<file path="src/rtl/core/bmsrfp_pkg.sv">
// Shared types and constants of the response frame parser.
// Used by the front, queue and back modules; depends on nothing.
`default_nettype none
package bmsrfp_pkg;

    typedef enum logic [2:0] {
        PH_TYPE      = 3'd0,
        PH_VALUE     = 3'd1,
        PH_CELLCOUNT = 3'd2,
        PH_CELLIDX   = 3'd3,
        PH_CELLVAL   = 3'd4,
        PH_STRING    = 3'd5
    } phase_t;

    typedef enum logic [3:0] {
        K_NONE, K_U8, K_BOOL, K_U16, K_U16X10, K_S16, K_U32, K_TEMP, K_CUR, K_CELL, K_STR
    } kind_t;

    typedef enum logic [2:0] {
        ST_OK = 3'd0, ST_BAD_START = 3'd1, ST_BAD_LEN = 3'd2, ST_BAD_END = 3'd3,
        ST_BAD_SUM = 3'd4
    } status_t;

    localparam logic [1:0] REG_START = 2'd0;
    localparam logic [1:0] REG_END   = 2'd1;
    localparam logic [1:0] REG_VER   = 2'd2;

    localparam logic [7:0]  TYPE_CELL   = 8'h79;
    localparam logic [7:0]  TYPE_NAME   = 8'hba;
    localparam logic [16:0] OFFSET_MAX  = 17'h1FFFF;
    localparam logic [16:0] DATA_START  = 17'd11;

    // Work item from the front to the back.
    typedef struct packed {
        logic        is_verdict;
        logic [7:0]  field_type;
        logic [7:0]  element_index;
        kind_t       kind;
        logic [31:0] acc;
        logic [7:0]  version;
        logic [2:0]  status;
    } job_t;

    typedef struct packed {
        kind_t      kind;
        logic [4:0] len;
    } kind_len_t;

    function automatic kind_len_t kind_of(input logic [7:0] t);
        kind_len_t r;
        r.kind = K_NONE;
        r.len  = 5'd0;
        if (t == 8'h79) r.kind = K_CELL;
        else if (t >= 8'h80 && t <= 8'h82) begin r.kind = K_TEMP; r.len = 5'd2; end
        else if (t == 8'h84) begin r.kind = K_CUR; r.len = 5'd2; end
        else if (t == 8'h83 || t == 8'h8e || t == 8'h8f) begin
            r.kind = K_U16X10; r.len = 5'd2;
        end else if (t >= 8'ha5 && t <= 8'ha8) begin r.kind = K_S16; r.len = 5'd2; end
        else if (t == 8'h89 || t == 8'haa || t == 8'hb6 || t == 8'hb9) begin
            r.kind = K_U32; r.len = 5'd4;
        end else if (t == 8'h85 || t == 8'h86 || t == 8'ha9 || t == 8'hae || t == 8'haf ||
                     t == 8'hb1 || t == 8'hc0) begin
            r.kind = K_U8; r.len = 5'd1;
        end else if (t == 8'h9d || t == 8'hab || t == 8'hac || t == 8'hb3 || t == 8'hb8) begin
            r.kind = K_BOOL; r.len = 5'd1;
        end else if (t == 8'h87 || t == 8'h8a || t == 8'h8b || t == 8'h8c ||
                     (t >= 8'h90 && t <= 8'h9c) || (t >= 8'h9e && t <= 8'ha4) ||
                     t == 8'had || t == 8'hb0) begin
            r.kind = K_U16; r.len = 5'd2;
        end else if (t == 8'hb2) begin r.kind = K_STR; r.len = 5'd10; end
        else if (t == 8'hb4) begin r.kind = K_STR; r.len = 5'd8; end
        else if (t == 8'hb5) begin r.kind = K_STR; r.len = 5'd4; end
        else if (t == 8'hb7) begin r.kind = K_STR; r.len = 5'd15; end
        else if (t == 8'hba) begin r.kind = K_STR; r.len = 5'd24; end
        return r;
    endfunction

endpackage
`default_nettype wire

</file>
<file path="src/rtl/core/bmsrfp_front.sv">
// Front end: frame tracking, header checks, checksum and field tokenizing.
// Depends on bmsrfp_pkg; emits raw jobs for bmsrfp_back.
`default_nettype none
module bmsrfp_front (
    input  wire logic               aclk,
    input  wire logic               aresetn,
    input  wire logic               in_fire,
    input  wire logic [7:0]         data_byte,
    input  wire logic               frame_end,
    input  wire logic [15:0]        start_marker,
    input  wire logic [7:0]         end_marker,
    input  wire logic [7:0]         protocol_version,
    output logic                    job_valid,
    output bmsrfp_pkg::job_t        job
);

    logic [16:0]        byte_offset_reg;
    logic [15:0]        declared_length_reg;
    logic [15:0]        running_sum_reg;
    logic [15:0]        header_word_reg;
    logic               start_ok_reg;
    logic               end_ok_reg;
    bmsrfp_pkg::phase_t parse_phase_reg;
    logic [7:0]         current_type_reg;
    logic [4:0]         bytes_left_reg;
    logic [31:0]        value_acc_reg;
    logic [6:0]         cells_left_reg;
    logic [7:0]         element_counter_reg;

    logic [16:0]        byte_offset_next;
    logic [15:0]        declared_length_next;
    logic [15:0]        running_sum_next;
    logic [15:0]        header_word_next;
    logic               start_ok_next;
    logic               end_ok_next;
    bmsrfp_pkg::phase_t parse_phase_next;
    logic [7:0]         current_type_next;
    logic [4:0]         bytes_left_next;
    logic [31:0]        value_acc_next;
    logic [6:0]         cells_left_next;
    logic [7:0]         element_counter_next;

    logic [16:0] off;
    logic [17:0] dl_ext;
    logic        in_data;
    logic        field_fire;
    logic [7:0]  field_idx;
    bmsrfp_pkg::kind_len_t kl_b;
    bmsrfp_pkg::kind_len_t kl_cur;
    logic [4:0]  bl_dec;
    logic [15:0] div3_prod;
    logic [7:0]  str_char;
    logic [16:0] sz;
    logic [17:0] sz_ext;
    logic        sok;
    logic [2:0]  status;
    logic [7:0]  hb [4];
    logic [16:0] pos;
    logic [15:0] sum_adj;

    assign off    = byte_offset_reg;
    assign dl_ext = {2'b00, declared_length_next};
    assign kl_b   = bmsrfp_pkg::kind_of(data_byte);
    assign kl_cur = bmsrfp_pkg::kind_of(current_type_reg);
    assign bl_dec = (bytes_left_reg != 5'd0) ? bytes_left_reg - 5'd1 : 5'd0;
    // count/3 for a byte: multiply by 171, drop 9 bits (exact over 0..255)
    assign div3_prod = {8'd0, data_byte} * 16'd171;

    // Per-byte frame and field tokenizer
    always_comb begin
        header_word_next     = header_word_reg;
        declared_length_next = declared_length_reg;
        running_sum_next     = running_sum_reg;
        start_ok_next        = start_ok_reg;
        end_ok_next          = end_ok_reg;
        parse_phase_next     = parse_phase_reg;
        current_type_next    = current_type_reg;
        bytes_left_next      = bytes_left_reg;
        value_acc_next       = value_acc_reg;
        cells_left_next      = cells_left_reg;
        element_counter_next = element_counter_reg;
        field_fire           = 1'b0;
        field_idx            = 8'd0;
        str_char             = data_byte;

        if (off < 17'd2) begin
            header_word_next = {header_word_reg[7:0], data_byte};
            if (off == 17'd1) start_ok_next = ({header_word_reg[7:0], data_byte} == start_marker);
        end else if (off < 17'd4) begin
            declared_length_next = {declared_length_reg[7:0], data_byte};
        end
        if (off < 17'd4 || ({1'b0, off} + 18'd2) < dl_ext)
            running_sum_next = running_sum_reg + {8'd0, data_byte};
        if (off >= 17'd4 && ({1'b0, off} + 18'd3) == dl_ext)
            end_ok_next = (data_byte == end_marker);

        in_data = start_ok_next && off >= bmsrfp_pkg::DATA_START &&
                  ({1'b0, off} + 18'd7) < dl_ext;

        if (in_data) begin
            case (parse_phase_reg)
                bmsrfp_pkg::PH_TYPE: begin
                    current_type_next    = data_byte;
                    value_acc_next       = 32'd0;
                    element_counter_next = 8'd0;
                    if (kl_b.kind == bmsrfp_pkg::K_CELL) begin
                        parse_phase_next = bmsrfp_pkg::PH_CELLCOUNT;
                    end else if (kl_b.kind == bmsrfp_pkg::K_STR) begin
                        bytes_left_next  = kl_b.len;
                        parse_phase_next = bmsrfp_pkg::PH_STRING;
                    end else if (kl_b.kind != bmsrfp_pkg::K_NONE) begin
                        bytes_left_next  = kl_b.len;
                        parse_phase_next = bmsrfp_pkg::PH_VALUE;
                    end
                end
                bmsrfp_pkg::PH_VALUE: begin
                    value_acc_next  = {value_acc_reg[23:0], data_byte};
                    bytes_left_next = bl_dec;
                    if (bl_dec == 5'd0) begin
                        parse_phase_next = bmsrfp_pkg::PH_TYPE;
                        field_fire = !(kl_cur.kind == bmsrfp_pkg::K_CUR &&
                                       protocol_version != 8'd0 && protocol_version != 8'd1);
                    end
                end
                bmsrfp_pkg::PH_CELLCOUNT: begin
                    // number of cells from the count byte
                    cells_left_next  = div3_prod[15:9];
                    parse_phase_next = (data_byte >= 8'd3) ? bmsrfp_pkg::PH_CELLIDX
                                                           : bmsrfp_pkg::PH_TYPE;
                end
                bmsrfp_pkg::PH_CELLIDX: begin
                    element_counter_next = data_byte;
                    value_acc_next       = 32'd0;
                    bytes_left_next      = 5'd2;
                    parse_phase_next     = bmsrfp_pkg::PH_CELLVAL;
                end
                bmsrfp_pkg::PH_CELLVAL: begin
                    value_acc_next  = {16'd0, value_acc_reg[7:0], data_byte};
                    bytes_left_next = bl_dec;
                    if (bl_dec == 5'd0) begin
                        field_fire = 1'b1;
                        field_idx  = element_counter_reg;
                        if (cells_left_reg != 7'd0) cells_left_next = cells_left_reg - 7'd1;
                        parse_phase_next = (cells_left_reg > 7'd1) ? bmsrfp_pkg::PH_CELLIDX
                                                                   : bmsrfp_pkg::PH_TYPE;
                    end
                end
                bmsrfp_pkg::PH_STRING: begin
                    if (current_type_reg == bmsrfp_pkg::TYPE_NAME && data_byte == 8'd0)
                        str_char = 8'h20;
                    field_fire           = 1'b1;
                    field_idx            = element_counter_reg;
                    element_counter_next = element_counter_reg + 8'd1;
                    bytes_left_next      = bl_dec;
                    if (bl_dec == 5'd0) parse_phase_next = bmsrfp_pkg::PH_TYPE;
                end
                default: begin
                    parse_phase_next = bmsrfp_pkg::PH_TYPE;
                end
            endcase
        end else begin
            value_acc_next = {16'd0, value_acc_reg[7:0], data_byte};
        end
    end

    assign byte_offset_next = (off < bmsrfp_pkg::OFFSET_MAX) ? off + 17'd1 : off;

    // Verdict checks on the final byte, using the updated state
    assign hb[0] = header_word_next[15:8];
    assign hb[1] = header_word_next[7:0];
    assign hb[2] = declared_length_next[15:8];
    assign hb[3] = declared_length_next[7:0];
    assign sz     = byte_offset_next;
    assign sz_ext = {1'b0, sz};
    assign pos    = sz - 17'd5;
    assign sok    = (sz < 17'd2) ? (start_marker == 16'd0) : start_ok_next;

    always_comb begin
        sum_adj = running_sum_next;
        if (sz == 17'd5) sum_adj = sum_adj - {8'd0, hb[1]} - {8'd0, hb[2]} - {8'd0, hb[3]};
        else if (sz == 17'd6) sum_adj = sum_adj - {8'd0, hb[2]} - {8'd0, hb[3]};
        else if (sz == 17'd7) sum_adj = sum_adj - {8'd0, hb[3]};
        if (!sok) status = bmsrfp_pkg::ST_BAD_START;
        else if (sz < 17'd5 || sz_ext != dl_ext + 18'd2) status = bmsrfp_pkg::ST_BAD_LEN;
        else if (pos < 17'd4 ? (hb[pos[1:0]] != end_marker) : !end_ok_next)
            status = bmsrfp_pkg::ST_BAD_END;
        else if (sum_adj != value_acc_next[15:0]) status = bmsrfp_pkg::ST_BAD_SUM;
        else status = bmsrfp_pkg::ST_OK;
    end

    // Job to the queue
    always_comb begin
        job_valid         = in_fire && (frame_end || field_fire);
        job.is_verdict    = frame_end;
        job.field_type    = frame_end ? 8'd0 : current_type_next;
        job.element_index = frame_end ? 8'd0 : field_idx;
        job.kind          = (parse_phase_reg == bmsrfp_pkg::PH_STRING) ? bmsrfp_pkg::K_U32 :
                            (parse_phase_reg == bmsrfp_pkg::PH_CELLVAL) ? bmsrfp_pkg::K_U32 :
                            kl_cur.kind;
        job.acc           = (parse_phase_reg == bmsrfp_pkg::PH_STRING) ? {24'd0, str_char}
                                                                        : value_acc_next;
        job.version       = protocol_version;
        job.status        = frame_end ? status : 3'd0;
        if (parse_phase_reg == bmsrfp_pkg::PH_CELLVAL) job.field_type = frame_end ? 8'd0
                                                                  : bmsrfp_pkg::TYPE_CELL;
    end

    // State registers
    always_ff @(posedge aclk) begin
        if (!aresetn || (in_fire && frame_end)) begin
            byte_offset_reg     <= 17'd0;
            declared_length_reg <= 16'd0;
            running_sum_reg     <= 16'd0;
            header_word_reg     <= 16'd0;
            start_ok_reg        <= 1'b0;
            end_ok_reg          <= 1'b0;
            parse_phase_reg     <= bmsrfp_pkg::PH_TYPE;
            current_type_reg    <= 8'd0;
            bytes_left_reg      <= 5'd0;
            value_acc_reg       <= 32'd0;
            cells_left_reg      <= 7'd0;
            element_counter_reg <= 8'd0;
        end else if (in_fire) begin
            byte_offset_reg     <= byte_offset_next;
            declared_length_reg <= declared_length_next;
            running_sum_reg     <= running_sum_next;
            header_word_reg     <= header_word_next;
            start_ok_reg        <= start_ok_next;
            end_ok_reg          <= end_ok_next;
            parse_phase_reg     <= parse_phase_next;
            current_type_reg    <= current_type_next;
            bytes_left_reg      <= bytes_left_next;
            value_acc_reg       <= value_acc_next;
            cells_left_reg      <= cells_left_next;
            element_counter_reg <= element_counter_next;
        end
    end

    // No field job leaves a frame with a bad start marker
    a_no_field_bad_start: assert property (@(posedge aclk) disable iff (!aresetn)
        (job_valid && !job.is_verdict) |-> start_ok_next)
        else $error("field job without valid start marker");
    // Offset never passes its saturation value and returns to zero after a verdict
    a_offset_clear: assert property (@(posedge aclk) disable iff (!aresetn)
        (in_fire && frame_end) |=> (byte_offset_reg == 17'd0))
        else $error("offset not cleared after frame end");
    a_phase_idle_outside: assert property (@(posedge aclk) disable iff (!aresetn)
        (byte_offset_reg < bmsrfp_pkg::DATA_START) |-> (parse_phase_reg == bmsrfp_pkg::PH_TYPE))
        else $error("parser active before data section");

endmodule
`default_nettype wire

</file>
<file path="src/rtl/core/bmsrfp_queue.sv">
// Two-entry job queue between front and back end.
// Depends on bmsrfp_pkg for the job type.
`default_nettype none
module bmsrfp_queue (
    input  wire logic         aclk,
    input  wire logic         aresetn,
    input  wire logic         wr_en,
    input  bmsrfp_pkg::job_t  wr_job,
    output logic              full,
    output logic              rd_valid,
    input  wire logic         rd_en,
    output bmsrfp_pkg::job_t  rd_job
);

    bmsrfp_pkg::job_t mem_reg [2];
    logic       wr_ptr_reg;
    logic       rd_ptr_reg;
    logic [1:0] count_reg;

    assign full     = (count_reg == 2'd2);
    assign rd_valid = (count_reg != 2'd0);
    assign rd_job   = mem_reg[rd_ptr_reg];

    // Storage
    always_ff @(posedge aclk) begin
        if (wr_en) mem_reg[wr_ptr_reg] <= wr_job;
    end

    // Pointers and fill count
    always_ff @(posedge aclk) begin
        if (!aresetn) begin
            wr_ptr_reg <= 1'b0;
            rd_ptr_reg <= 1'b0;
            count_reg  <= 2'd0;
        end else begin
            if (wr_en) wr_ptr_reg <= ~wr_ptr_reg;
            if (rd_en) rd_ptr_reg <= ~rd_ptr_reg;
            count_reg <= count_reg + {1'b0, wr_en} - {1'b0, rd_en};
        end
    end

    a_no_overflow: assert property (@(posedge aclk) disable iff (!aresetn)
        wr_en |-> (!full || rd_en))
        else $error("job queue overflow");
    a_no_underflow: assert property (@(posedge aclk) disable iff (!aresetn)
        rd_en |-> rd_valid)
        else $error("job queue underflow");
    a_count_range: assert property (@(posedge aclk) disable iff (!aresetn)
        count_reg != 2'd3)
        else $error("job queue count out of range");

endmodule
`default_nettype wire

</file>
<file path="src/rtl/core/bmsrfp_back.sv">
// Back end: value conversion by field kind and the output register.
// Depends on bmsrfp_pkg; takes jobs from bmsrfp_queue.
`default_nettype none
module bmsrfp_back (
    input  wire logic              aclk,
    input  wire logic              aresetn,
    input  wire logic              job_valid,
    input  bmsrfp_pkg::job_t       job,
    output logic                   job_take,
    output logic                   m_valid,
    input  wire logic              m_ready,
    output logic                   m_is_verdict,
    output logic [7:0]             m_field_type,
    output logic [7:0]             m_element_index,
    output logic signed [32:0]     m_field_value,
    output logic [2:0]             m_frame_status
);

    logic               valid_reg;
    logic               is_verdict_reg;
    logic [7:0]         field_type_reg;
    logic [7:0]         element_index_reg;
    logic signed [32:0] field_value_reg;
    logic [2:0]         frame_status_reg;
    logic signed [32:0] value_next;
    logic [15:0]        a16;
    logic [15:0]        neg16;
    logic signed [32:0] mag10;
    logic signed [32:0] a10;

    assign a16      = job.acc[15:0];
    assign neg16    = 16'd0 - (a16 - 16'd100);
    assign a10      = 33'(signed'({17'd0, a16})) * 33'sd10;
    assign mag10    = 33'(signed'({18'd0, a16[14:0]})) * 33'sd10;
    assign job_take = job_valid && (!valid_reg || m_ready);

    // Conversion by kind
    always_comb begin
        case (job.kind)
            bmsrfp_pkg::K_BOOL:   value_next = (job.acc != 32'd0) ? 33'sd1 : 33'sd0;
            bmsrfp_pkg::K_U16X10: value_next = a10;
            bmsrfp_pkg::K_S16:    value_next = 33'(signed'(a16));
            bmsrfp_pkg::K_TEMP:   value_next = (a16 <= 16'd100) ? 33'(signed'({17'd0, a16}))
                                                                : 33'(signed'(neg16));
            bmsrfp_pkg::K_CUR: begin
                if (job.version == 8'd0) value_next = 33'sd100000 - a10;
                else value_next = a16[15] ? mag10 : -mag10;
            end
            default:              value_next = 33'(signed'({1'b0, job.acc}));
        endcase
        if (job.is_verdict) value_next = 33'sd0;
    end

    // Output register
    always_ff @(posedge aclk) begin
        if (!aresetn) begin
            valid_reg <= 1'b0;
        end else if (job_take) begin
            valid_reg <= 1'b1;
        end else if (m_ready) begin
            valid_reg <= 1'b0;
        end
    end

    always_ff @(posedge aclk) begin
        if (job_take) begin
            is_verdict_reg    <= job.is_verdict;
            field_type_reg    <= job.field_type;
            element_index_reg <= job.element_index;
            field_value_reg   <= value_next;
            frame_status_reg  <= job.status;
        end
    end

    assign m_valid         = valid_reg;
    assign m_is_verdict    = is_verdict_reg;
    assign m_field_type    = field_type_reg;
    assign m_element_index = element_index_reg;
    assign m_field_value   = field_value_reg;
    assign m_frame_status  = frame_status_reg;

    a_hold_stall: assert property (@(posedge aclk) disable iff (!aresetn)
        (m_valid && !m_ready) |=> m_valid)
        else $error("result dropped under stall");
    a_take_room: assert property (@(posedge aclk) disable iff (!aresetn)
        job_take |-> (!valid_reg || m_ready))
        else $error("job taken over pending result");
    a_verdict_clean: assert property (@(posedge aclk) disable iff (!aresetn)
        (m_valid && m_is_verdict) |-> (m_field_value == 33'sd0))
        else $error("verdict carries a value");

endmodule
`default_nettype wire

</file>
<file path="src/rtl/core/bms_response_frame_parser_core.sv">
// Top level of the battery-monitor response frame parser.
// Depends on bmsrfp_pkg, bmsrfp_front, bmsrfp_queue and bmsrfp_back.
//
// Usage: frame bytes enter on the s_ channel (valid/ready), one per cycle,
// s_frame_end marking the last byte of a frame. Decoded field items and one
// verdict per frame leave on the m_ channel (valid/ready); field items are
// provisional until the verdict reports the frame status.
// Result path: the front tokenizer writes a job into the job queue, then the
// conversion register in the back end takes it from there.
// Throughput: one byte per cycle; each byte yields at most one result.
// The front stalls only when the two-entry job queue is full, which happens
// only when the receiver holds m_ready low.
// Registers on the APB port: start marker at 0x0, end marker at 0x4,
// protocol version at 0x8; pready is always high.
// Reset (aresetn low, synchronous) restores register defaults, clears the
// frame state and empties the queue and output register.
`default_nettype none
module bms_response_frame_parser_core (
    input  wire logic               aclk,
    input  wire logic               aresetn,
    input  wire logic               s_valid,
    output logic                    s_ready,
    input  wire logic [7:0]         s_data_byte,
    input  wire logic               s_frame_end,
    output logic                    m_valid,
    input  wire logic               m_ready,
    output logic                    m_is_verdict,
    output logic [7:0]              m_field_type,
    output logic [7:0]              m_element_index,
    output logic signed [32:0]      m_field_value,
    output logic [2:0]              m_frame_status,
    input  wire logic               psel,
    input  wire logic               penable,
    input  wire logic               pwrite,
    input  wire logic [3:0]         paddr,
    input  wire logic [31:0]        pwdata,
    output logic [31:0]             prdata,
    output logic                    pready
);

    logic [15:0] start_marker_reg;
    logic [7:0]  end_marker_reg;
    logic [7:0]  version_reg;
    logic        in_fire;
    logic        fj_valid;
    bmsrfp_pkg::job_t fj;
    logic        q_full;
    logic        q_valid;
    logic        q_take;
    bmsrfp_pkg::job_t qj;
    logic [1:0]  reg_idx;

    assign pready  = 1'b1;
    assign reg_idx = paddr[3:2];

    // Configuration registers
    always_ff @(posedge aclk) begin
        if (!aresetn) begin
            start_marker_reg <= 16'h4E57;
            end_marker_reg   <= 8'h68;
            version_reg      <= 8'd1;
        end else if (psel && penable && pwrite) begin
            case (reg_idx)
                bmsrfp_pkg::REG_START: start_marker_reg <= pwdata[15:0];
                bmsrfp_pkg::REG_END:   end_marker_reg   <= pwdata[7:0];
                bmsrfp_pkg::REG_VER:   version_reg      <= pwdata[7:0];
                default: ;
            endcase
        end
    end

    always_comb begin
        case (reg_idx)
            bmsrfp_pkg::REG_START: prdata = {16'd0, start_marker_reg};
            bmsrfp_pkg::REG_END:   prdata = {24'd0, end_marker_reg};
            bmsrfp_pkg::REG_VER:   prdata = {24'd0, version_reg};
            default:               prdata = 32'd0;
        endcase
    end

    assign s_ready = !q_full;
    assign in_fire = s_valid && s_ready;

    bmsrfp_front u_front (
        .aclk             (aclk),
        .aresetn          (aresetn),
        .in_fire          (in_fire),
        .data_byte        (s_data_byte),
        .frame_end        (s_frame_end),
        .start_marker     (start_marker_reg),
        .end_marker       (end_marker_reg),
        .protocol_version (version_reg),
        .job_valid        (fj_valid),
        .job              (fj)
    );

    bmsrfp_queue u_queue (
        .aclk     (aclk),
        .aresetn  (aresetn),
        .wr_en    (fj_valid),
        .wr_job   (fj),
        .full     (q_full),
        .rd_valid (q_valid),
        .rd_en    (q_take),
        .rd_job   (qj)
    );

    bmsrfp_back u_back (
        .aclk            (aclk),
        .aresetn         (aresetn),
        .job_valid       (q_valid),
        .job             (qj),
        .job_take        (q_take),
        .m_valid         (m_valid),
        .m_ready         (m_ready),
        .m_is_verdict    (m_is_verdict),
        .m_field_type    (m_field_type),
        .m_element_index (m_element_index),
        .m_field_value   (m_field_value),
        .m_frame_status  (m_frame_status)
    );

endmodule
`default_nettype wire
</file>
<file path="config.mk">
export PLATFORM = sky130hd
export DESIGN_NAME = bms_response_frame_parser_core
export DESIGN_NICKNAME = d
export VERILOG_FILES = /design/src/rtl/core/bmsrfp_pkg.sv /design/src/rtl/core/bmsrfp_front.sv /design/src/rtl/core/bmsrfp_queue.sv /design/src/rtl/core/bmsrfp_back.sv /design/src/rtl/core/bms_response_frame_parser_core.sv
export SDC_FILE = /design/constraint.sdc
export NUM_CORES = 1
export LEC_CHECK = 0
export BUFFER_PORTS_ARGS = -buffer_cell sky130_fd_sc_hd__buf_2
export CAP_MARGIN = 5
export CORE_MARGIN = 2
export CORE_UTILIZATION = 30
export DETAILED_ROUTE_END_ITERATION = 7
export GPL_TIMING_DRIVEN = 1
export PLACE_DENSITY_LB_ADDON = 0.12
export SLEW_MARGIN = 20
export SYNTH_ARGS = -nofsm -noshare
export SYNTH_HDL_FRONTEND = slang
export SYNTH_SLANG_ARGS = --single-unit
export TNS_END_PERCENT = 10
</file>
<file path="constraint.sdc">
create_clock -name aclk -period 20.5 [get_ports aclk]
set_input_delay 2.05 -clock aclk [delete_from_list [all_inputs] [get_ports aclk]]
set_output_delay 2.05 -clock aclk [all_outputs]
set_load 0.02 [all_outputs]
</file>
[Word level (Yosys, flattened, before mapping)]
Memory sizes are Yosys's and may differ from the RTL's. A register that Yosys moved wholly into a read port is not among the register bits.
Index checks and enable logic that the tools add are counted.
Widths: inputs -> output; s select.
Word-level totals
  register bits: 220
  bits in writable memories: 128
  input bits: 52
  output and inout bits: 88
  word-level logic and storage cells: 379
  memories kept: 1
Memory list
  u_queue.mem_reg: depth 2, width 64, read ports 1, clocked after Yosys merged registers in 1, write ports 1, RTL line bmsrfp_queue.sv:15  | bmsrfp_pkg::job_t mem_reg [2];
Cells by class
  add/subtract/negate cells: 22
  multipliers: 3
  magnitude comparators: 30
  equal/unequal tests: 97
  multiplexer cells: 99
  bitwise gates (word level): 3
  reductions and logical operators: 100
Operators with widths (count)
  $eq 8x8->1 const B: 62
  $mux 9: 26
  $pmux 33 s5: 1
  $mux 16: 7
  $mux 33: 3
  $pmux 32 s3: 1
  $sub 16x8->16: 6
  $mux 8: 11
  $ge 8x8->1 const B: 8
  $le 8x8->1 const B: 8
  $mux 32: 2
  $eq 17x3->1 const B: 3
  $lt 17x3->1 const B: 3
  $logic_or 1x1->1: 49
  $pmux 16 s3: 1
  $add 17x2->18 const B: 2
  $lt 18x16->1: 2
  $lt 17x2->1 const B: 2
  $neg 33->33: 1
  $sub 18x33->33 const A: 1
  $reduce_bool 32->1: 1
  $mux 3: 10
  $mux 5: 5
  $pmux 8 s3: 1
  74 further kinds: 138

[Depth between registers and ports, before layout]
Gate-level depths: netlist of run 1.
  word-level depth: 28
  gate-level depth with buffers: 38
  gate-level depth less buffers: 34

[By module]
From an unflattened synthesis of run 1, not the netlist that was laid out.
Second synthesis, totals
  cells, all modules: 3171
  area, all modules: 27991.8 µm²
By module, submodules not included
  bmsrfp_front: times used 1, cells an instance 2192, area an instance 16239.3 µm², sequential area each 2602.5 µm²
  bmsrfp_queue: times used 1, cells an instance 220, area an instance 5148.7 µm², sequential area each 3943.8 µm²
  bmsrfp_back: times used 1, cells an instance 563, area an instance 4893.4 µm², sequential area each 1611.5 µm²
  bms_response_frame_parser_core: times used 1, cells an instance 196, area an instance 1710.4 µm², sequential area each 640.6 µm²

[Least setup slack after synthesis of run 1]
No wires, ideal clock.
  path kind: input -> register
  start: input s_data_byte[6]
  end: memory u_queue.mem_reg[0][2] (netlist name) (data pin)
  setup time: 277 ps
  arrival: 8308 ps
  data required time: 20223 ps
  slack: 11915 ps
  stages on the path: 30
  path buffers: 2
  cells stage by stage: clkbuf_1 -> inv_1 -> nor2_1 -> a21oi_1 -> ha_1 -> a21o_1 -> a221oi_1 -> o31ai_1 -> nor4_1 -> a21o_1 -> buf_6 -> mux2_4 -> xnor2_1 -> ha_1 -> xnor2_1 -> ha_1 -> a21o_1 -> fa_1 -> a21o_1 -> a21oi_1 -> o21bai_1 -> a21oi_1 -> o21ai_0 -> xor2_1 -> o21ai_0 -> a21o_1 -> a311o_1 -> xnor2_1 -> a2111oi_2 -> a31oi_1
RTL lines
  from (decl): RTL line bms_response_frame_parser_core.sv:23  | input wire logic [7:0] s_data_byte,
  to (decl): RTL line bmsrfp_queue.sv:15

==> results.json, run 1 <==
{
  "ctsHoldBuffers": 0,
  "ys_ff_latch": 349,
  "post-cts-setup-buffers": 0,
  "finalWirelength_mm": 83.5,
  "drive_gt1_frac": 0.108,
  "clock-root-buffer": "clkbuf_16",
  "max_slew_margin": 0.290,
  "rsz0062_at_grt": "no",
  "cap_violations": 0,
  "netlist.area_leader.share": 0.210,
  "endpoint_kind": "flip-flop",
  "clk_pin_slew_ns": 0.05,
  "drv_slew": 0,
  "layout_min_cycle_time_ns": 9.45,
  "arrival_ns": 9.75,
  "ioPinCount": 140,
  "rows": 107,
  "netlist_instances": 2965,
  "cts_resized": 0,
  "synthTopCellsByArea": "edfxtp_1 21%, dfxtp_1 13%, ha_1 8.5%",
  "seq_power_share": 0.272,
  "run_status": "finished, final reports clean",
  "synth_flop_cell": "edfxtp_1",
  "pre_cts_slack_ns": 10.41,
  "ys_warn_count": 0,
  "start_util": 0.303,
  "track_usage": 0.184,
  "clock_latency_ns": 0.60,
  "gp_congestion": 0.912,
  "hold_viol_final": 0,
  "max_stage_delay_ns": 0.88,
  "ys_seq_area_frac": 0.340,
  "dp_hpwl_mm": 61.0,
  "dieArea_sq_mm": 0.0887,
  "syn_avg_cell_area_sq_um": 8.73,
  "ant_nets": 0,
  "cts-buffers-inserted": 46,
  "grt_max_degree": 67,
  "drc_errors": 0,
  "cp-start-kind": "input port",
  "largest_reg_flops": 128,
  "grt_overflow": 0,
  "fin_nets": 3268,
  "p_int_mw": 1.90,
  "finalSetupTns_ns": 0,
  "worst_pin_slew_ns": 1.06,
  "p_comb_frac": 0.475,
  "cts_tree": "done",
  "finClkSkew_ns": 0.0416,
  "antenna_found_initial": 1,
  "synth_top_area_cell": "edfxtp_1",
  "hold_class": "flip-flop to flip-flop",
  "die_y_um": 298,
  "vias": 22305,
  "required_ns": 20.80,
  "critPathBufInv": 4,
  "die_w_um": 298,
  "setup-violations-final": 0,
  "cts_num_sinks": 349,
  "cp_max_fo": 18,
  "crit_slowest_cell": "a21o_1",
  "setup_slack_ns": 11.05,
  "synth_area_sq_mm": 0.0259,
  "critPathTopFamily": "compound AO/OA/AOI/OAI gates",
  "power_leakage_nw": 11.0,
  "p_clk_frac": 0.253,
  "wl_per_cell_um": 19.9,
  "viasPerCell": 5.32,
  "worst-setup-path-type": "input port to flip-flop",
  "synth.distinct_cells": 91,
  "cts_buffer_depth": 3,
  "fmax_ghz": 0.106,
  "htreeDepth": 2,
  "power_density_mw_per_mm2": 111,
  "core_region_area_sq_mm": 0.0854,
  "swShare": 0.414,
  "p_switching_mw": 1.34,
  "io_buffers": 104,
  "ys_async_sr_fraction": 0,
  "grt_pass1_wl_mm": 130,
  "dr.pass1.iters": 5,
  "synth_edf_count": 181,
  "period_share": 0.461,
  "grt_pass1_vias": 21825,
  "area_growth_pct": 12.3,
  "first_iter_violations": 1445,
  "ir_drop_uv": 81.6
}
==> power groups by stage <==
stage,clock (mW),sequential (mW),combinational (mW)
global route,0.874,0.890,1.71
floorplan,0,0.949,1.07
detailed placement,0,0.897,1.53
finish,0.821,0.881,1.54
CTS,0.847,0.883,1.54
global placement,0,0.896,1.51
==> worst min-delay path: stages, from the launching register on <==
cell	delay, ns
dfxtp_1	0.31
nand2_1	0.05
a21oi_1	0.05
==> final cells by class <==
class	count	area, sq um
well taps	1144	1430
clock buffers	54	1180
multi-input cells	2325	15900
inverters	129	484
fillers	8837	56300
repair buffers	155	903
clock inverters	32	359
diodes	1	2.50
flip-flops and latches	349	8800
==> final timing paths <==
| kind | slack (ns) | from | cells after the start | to |
|---|---|---|---|---|
| max | 11.05 | s_data_byte[5] | 33 | u_queue.mem_reg[0][2] |
| min | 0.46 | u_front.header_word_reg[15] | 2 | u_front.header_word_reg[15] |
| max reg2reg | 11.13 | u_front.byte_offset_reg[1] | 35 | u_queue.mem_reg[0][2] |
| min reg2reg | 0.46 | u_front.header_word_reg[15] | 2 | u_front.header_word_reg[15] |
==> synth_stat cells (all sizes together), types with 35 or more instances <==
master	n
inv	125
dfxtp	168
nor4	49
nand2	230
o21ai	156
nand3	79
nor2	349
nand4	46
edfxtp	181
mux2	44
nor2b	38
xnor2	135
a21oi	184
fa	35
and2	45
a22oi	64
ha	175
nor3	82
a211oi	68
xor2	94
clkbuf	121
buf	56
mux2i	74
==> cells in the final DEF, fill, tap and decap left out, drive strengths merged, types with 17 or more instances in the layout <==
master,instances
nor2,349
nand2,230
a21oi,184
edfxtp,181
ha,175
dfxtp,168
o21ai,156
buf,155
xnor2,135
inv,131
xor2,94
nor3,82
nand3,79
mux2i,74
a211oi,68
a22oi,64
clkbuf,54
nor4,49
nand4,46
and2,45
mux2,44
nor2b,38
fa,35
a21o,26
or3,24
nand2b,24
a31oi,24
o22ai,23
clkinv,20
or2,18
a221oi,17
conb,17
==> kinds of logic (layout without fill, tap and decap cells) <==
logic type,count (synthesis),after routing,synth area share
AO/OA/AOI/OAI,719,719,0.182
XOR/XNOR,229,229,0.0775
adder cells (fa/ha/maj),212,212,0.112
buffers and inverters,306,370,0.0495
flip-flops,349,349,0.340
multiplexers,118,118,0.0489
other,2,18,0.000290
AND/OR/NAND/NOR,1030,1030,0.190
==> metal layers <==
| layer | vias up | track usage | part of all wire | routed length, um |
|---|---|---|---|---|
| met4 | 0 | 0.0475 | 0.024 | 1990 |
| met5 | - | 0 | 0 | 0 |
| met1 | 10779 | 0.251 | 0.46 | 38700 |
| li1 | 10812 | - | - | - |
| met2 | 591 | 0.307 | 0.47 | 39000 |
| met3 | 123 | 0.0217 | 0.046 | 3830 |
==> stage by stage <==
step	hold slack [ns]	util	std cells	power, mW	cell area (sq um)
after floorplan	0.436	-	2980	2.02	25900
after global placement	0.446	0.322	4102	2.41	27500
after detailed placement	0.449	0.322	4102	2.42	27500
after CTS	0.458	0.340	4188	3.27	29100
after global routing	0.482	0.340	4188	3.47	29100
final	0.459	0.340	4189	3.24	29100
(Power assumes the default switching activity.)
==> run 2, diff against run 1 <==
==> constraint.sdc (replaced) <==
create_clock -name aclk -period 7.75 [get_ports aclk]
set_input_delay 0.775 -clock aclk [delete_from_list [all_inputs] [get_ports aclk]]
set_output_delay 0.775 -clock aclk [all_outputs]
set_load 0.02 [all_outputs]
==> run 2 against run 1 <==
Against the previous run: utilization rose by 0.65 points; sequential cell count is the same; cell count rose by 1.3%; global-route usage rose by 0.59 points; first-iteration DRC count up 14%; die area unchanged; hold slack got worse by 0.057 ns; routed wire length up 3.3%; total power rose to 2.7 times the previous value; cell area increased by 1.9%; sequential share of layout area is 0.57 points lower; highest routed layer unchanged.
==> results.json, run 2 (synthesized netlist as in run 1, its figures left out) <==
{
  "io_buffers": 104,
  "pre_cts_slack_ns": 0.331,
  "largest_reg_flops": 128,
  "clock-root-buffer": "clkbuf_16",
  "run_status": "finished, final reports clean",
  "grt_max_degree": 70,
  "required_ns": 8.07,
  "drv_slew": 0,
  "cts_buffer_depth": 3,
  "finalSetupTns_ns": 0,
  "rrSetupSlack_ns": 0.48,
  "dp_hpwl_mm": 64.2,
  "hold_class": "input port to flip-flop",
  "grt_pass1_wl_mm": 133,
  "fin_nets": 3325,
  "crit_slowest_cell": "or4_1",
  "viasPerCell": 5.31,
  "regToRegStartpoint": "u_front.byte_offset_reg[2]",
  "cp_common_cell": "ha_1",
  "antenna_found_initial": 1,
  "drc_errors": 0,
  "gp_congestion": 0.927,
  "ir_drop_uv": 236,
  "track_usage": 0.190,
  "layout_min_cycle_time_ns": 7.27,
  "worst-setup-path-type": "flip-flop to flip-flop",
  "worst_pin_slew_ns": 1.04,
  "dieArea_sq_mm": 0.0887,
  "htreeDepth": 2,
  "ioPinCount": 140,
  "ant_nets": 0,
  "worstSetupEndpoint": "u_queue.mem_reg[1][2]",
  "clock_latency_ns": 0.59,
  "dr.pass1.iters": 5,
  "final_common_cell": "nor2_1",
  "power_leakage_nw": 11.3,
  "finClkSkew_ns": 0.0227,
  "cp-start-kind": "flip-flop",
  "core_region_area_sq_mm": 0.0854,
  "cts_num_sinks": 349,
  "start_util": 0.303,
  "max_slew_margin": 0.296,
  "power_density_mw_per_mm2": 295,
  "hold_path_startpoint": "pwdata[9]",
  "period_share": 0.938,
  "max_stage_delay_ns": 0.64,
  "finalWirelength_mm": 86.3,
  "cts-buffers-inserted": 44,
  "vias": 22537,
  "ctsHoldBuffers": 0,
  "setup_slack_ns": 0.484,
  "die_y_um": 298,
  "total_power_mw": 8.74,
  "area_growth_pct": 14.5,
  "endpoint_kind": "flip-flop",
  "drive_gt1_frac": 0.125,
  "postPlaceCellArea_sq_mm": 0.0280,
  "arrival_ns": 7.58,
  "antenna_cells": 0,
  "reg2reg_to": "u_queue.mem_reg[1][2]",
  "final_core_util": 0.347,
  "grt_overflow": 0,
  "cts_tree": "done",
  "rows": 107,
  "final_cell_mix": "346 x nor2_1, 229 x nand2_1, 181 x a21oi_1, 181 x edfxtp_1, 175 x ha_1",
  "startpoint": "u_front.byte_offset_reg[2]",
  "clk_pin_slew_ns": 0.06,
  "wl_per_cell_um": 20.3,
  "hold_viol_final": 0,
  "die_w_um": 298,
  "cap_violations": 0,
  "fmax_ghz": 0.138,
  "design_area_sq_mm": 0.0296,
  "cp_max_fo": 8,
  "first_iter_violations": 1648,
  "grt_pass1_vias": 21840,
  "reg2reg_depth": 31,
  "setup-violations-final": 0
}
==> run 2: how the worst min path moves through the flow <==
stage                                       end  slack [ns]  depth (start not counted)
floorplan           u_front.header_word_reg[10]        0.44                          2
global placement    u_front.header_word_reg[13]        0.44                          2
detailed placement  u_front.header_word_reg[10]        0.45                          2
CTS                         start_marker_reg[9]        0.36                          3
global route                start_marker_reg[9]        0.39                          3
finish                      start_marker_reg[9]        0.40                          3
==> run 2: per-stage QoR <==
step / hold slack, ns / std cells
CTS: 0.362 / 4242
global route: 0.387 / 4243
global placement: 0.443 / 4160
floorplan: 0.436 / 2980
finish: 0.402 / 4243
detailed placement: 0.452 / 4160
==> run 2: per-layer routing <==
| layer | track usage | wire, um |
|---|---|---|
| met1 | 0.257 | 40200 |
| met2 | 0.319 | 40600 |
| met3 | 0.0219 | 3500 |
| met4 | 0.0495 | 1910 |
| met5 | 0 | 0 |
==> run 2: final cells by class <==
| cell class | count | area, sq um |
|---|---|---|
| clock buffers | 53 | 1190 |
| clock inverters | 29 | 400 |
| fillers | 8880 | 55800 |
| inverters | 129 | 484 |
| multi-input cells | 2325 | 15900 |
| flip-flops and latches | 349 | 8800 |
| well taps | 1144 | 1430 |
| repair buffers | 214 | 1380 |
==> run 2: where the power goes <==
| group | switching [mW] | total, mW | internal [mW] |
|---|---|---|---|
| logic | 2.55 | 4.15 | 1.60 |
| registers | 0.132 | 2.35 | 2.22 |
| clock network | 0.874 | 2.24 | 1.37 |
==> run 2: critical path: cells and delay by family (launching register included) <==
family	cells	cell delay (ns)
buffers and inverters	3	0.37
adder cells (fa/ha/maj)	5	1.43
AO/OA/AOI/OAI	13	2.70
XOR/XNOR	5	0.79
AND/OR/NAND/NOR	4	1.01
multiplexers	1	0.31
flip-flops	1	0.40
==> run 2: timing repair <==
item,CTS,global route
gates resized for setup,0,7
setup buffers,0,1
hold endpoints to repair,0,0
setup endpoints to repair,0,2
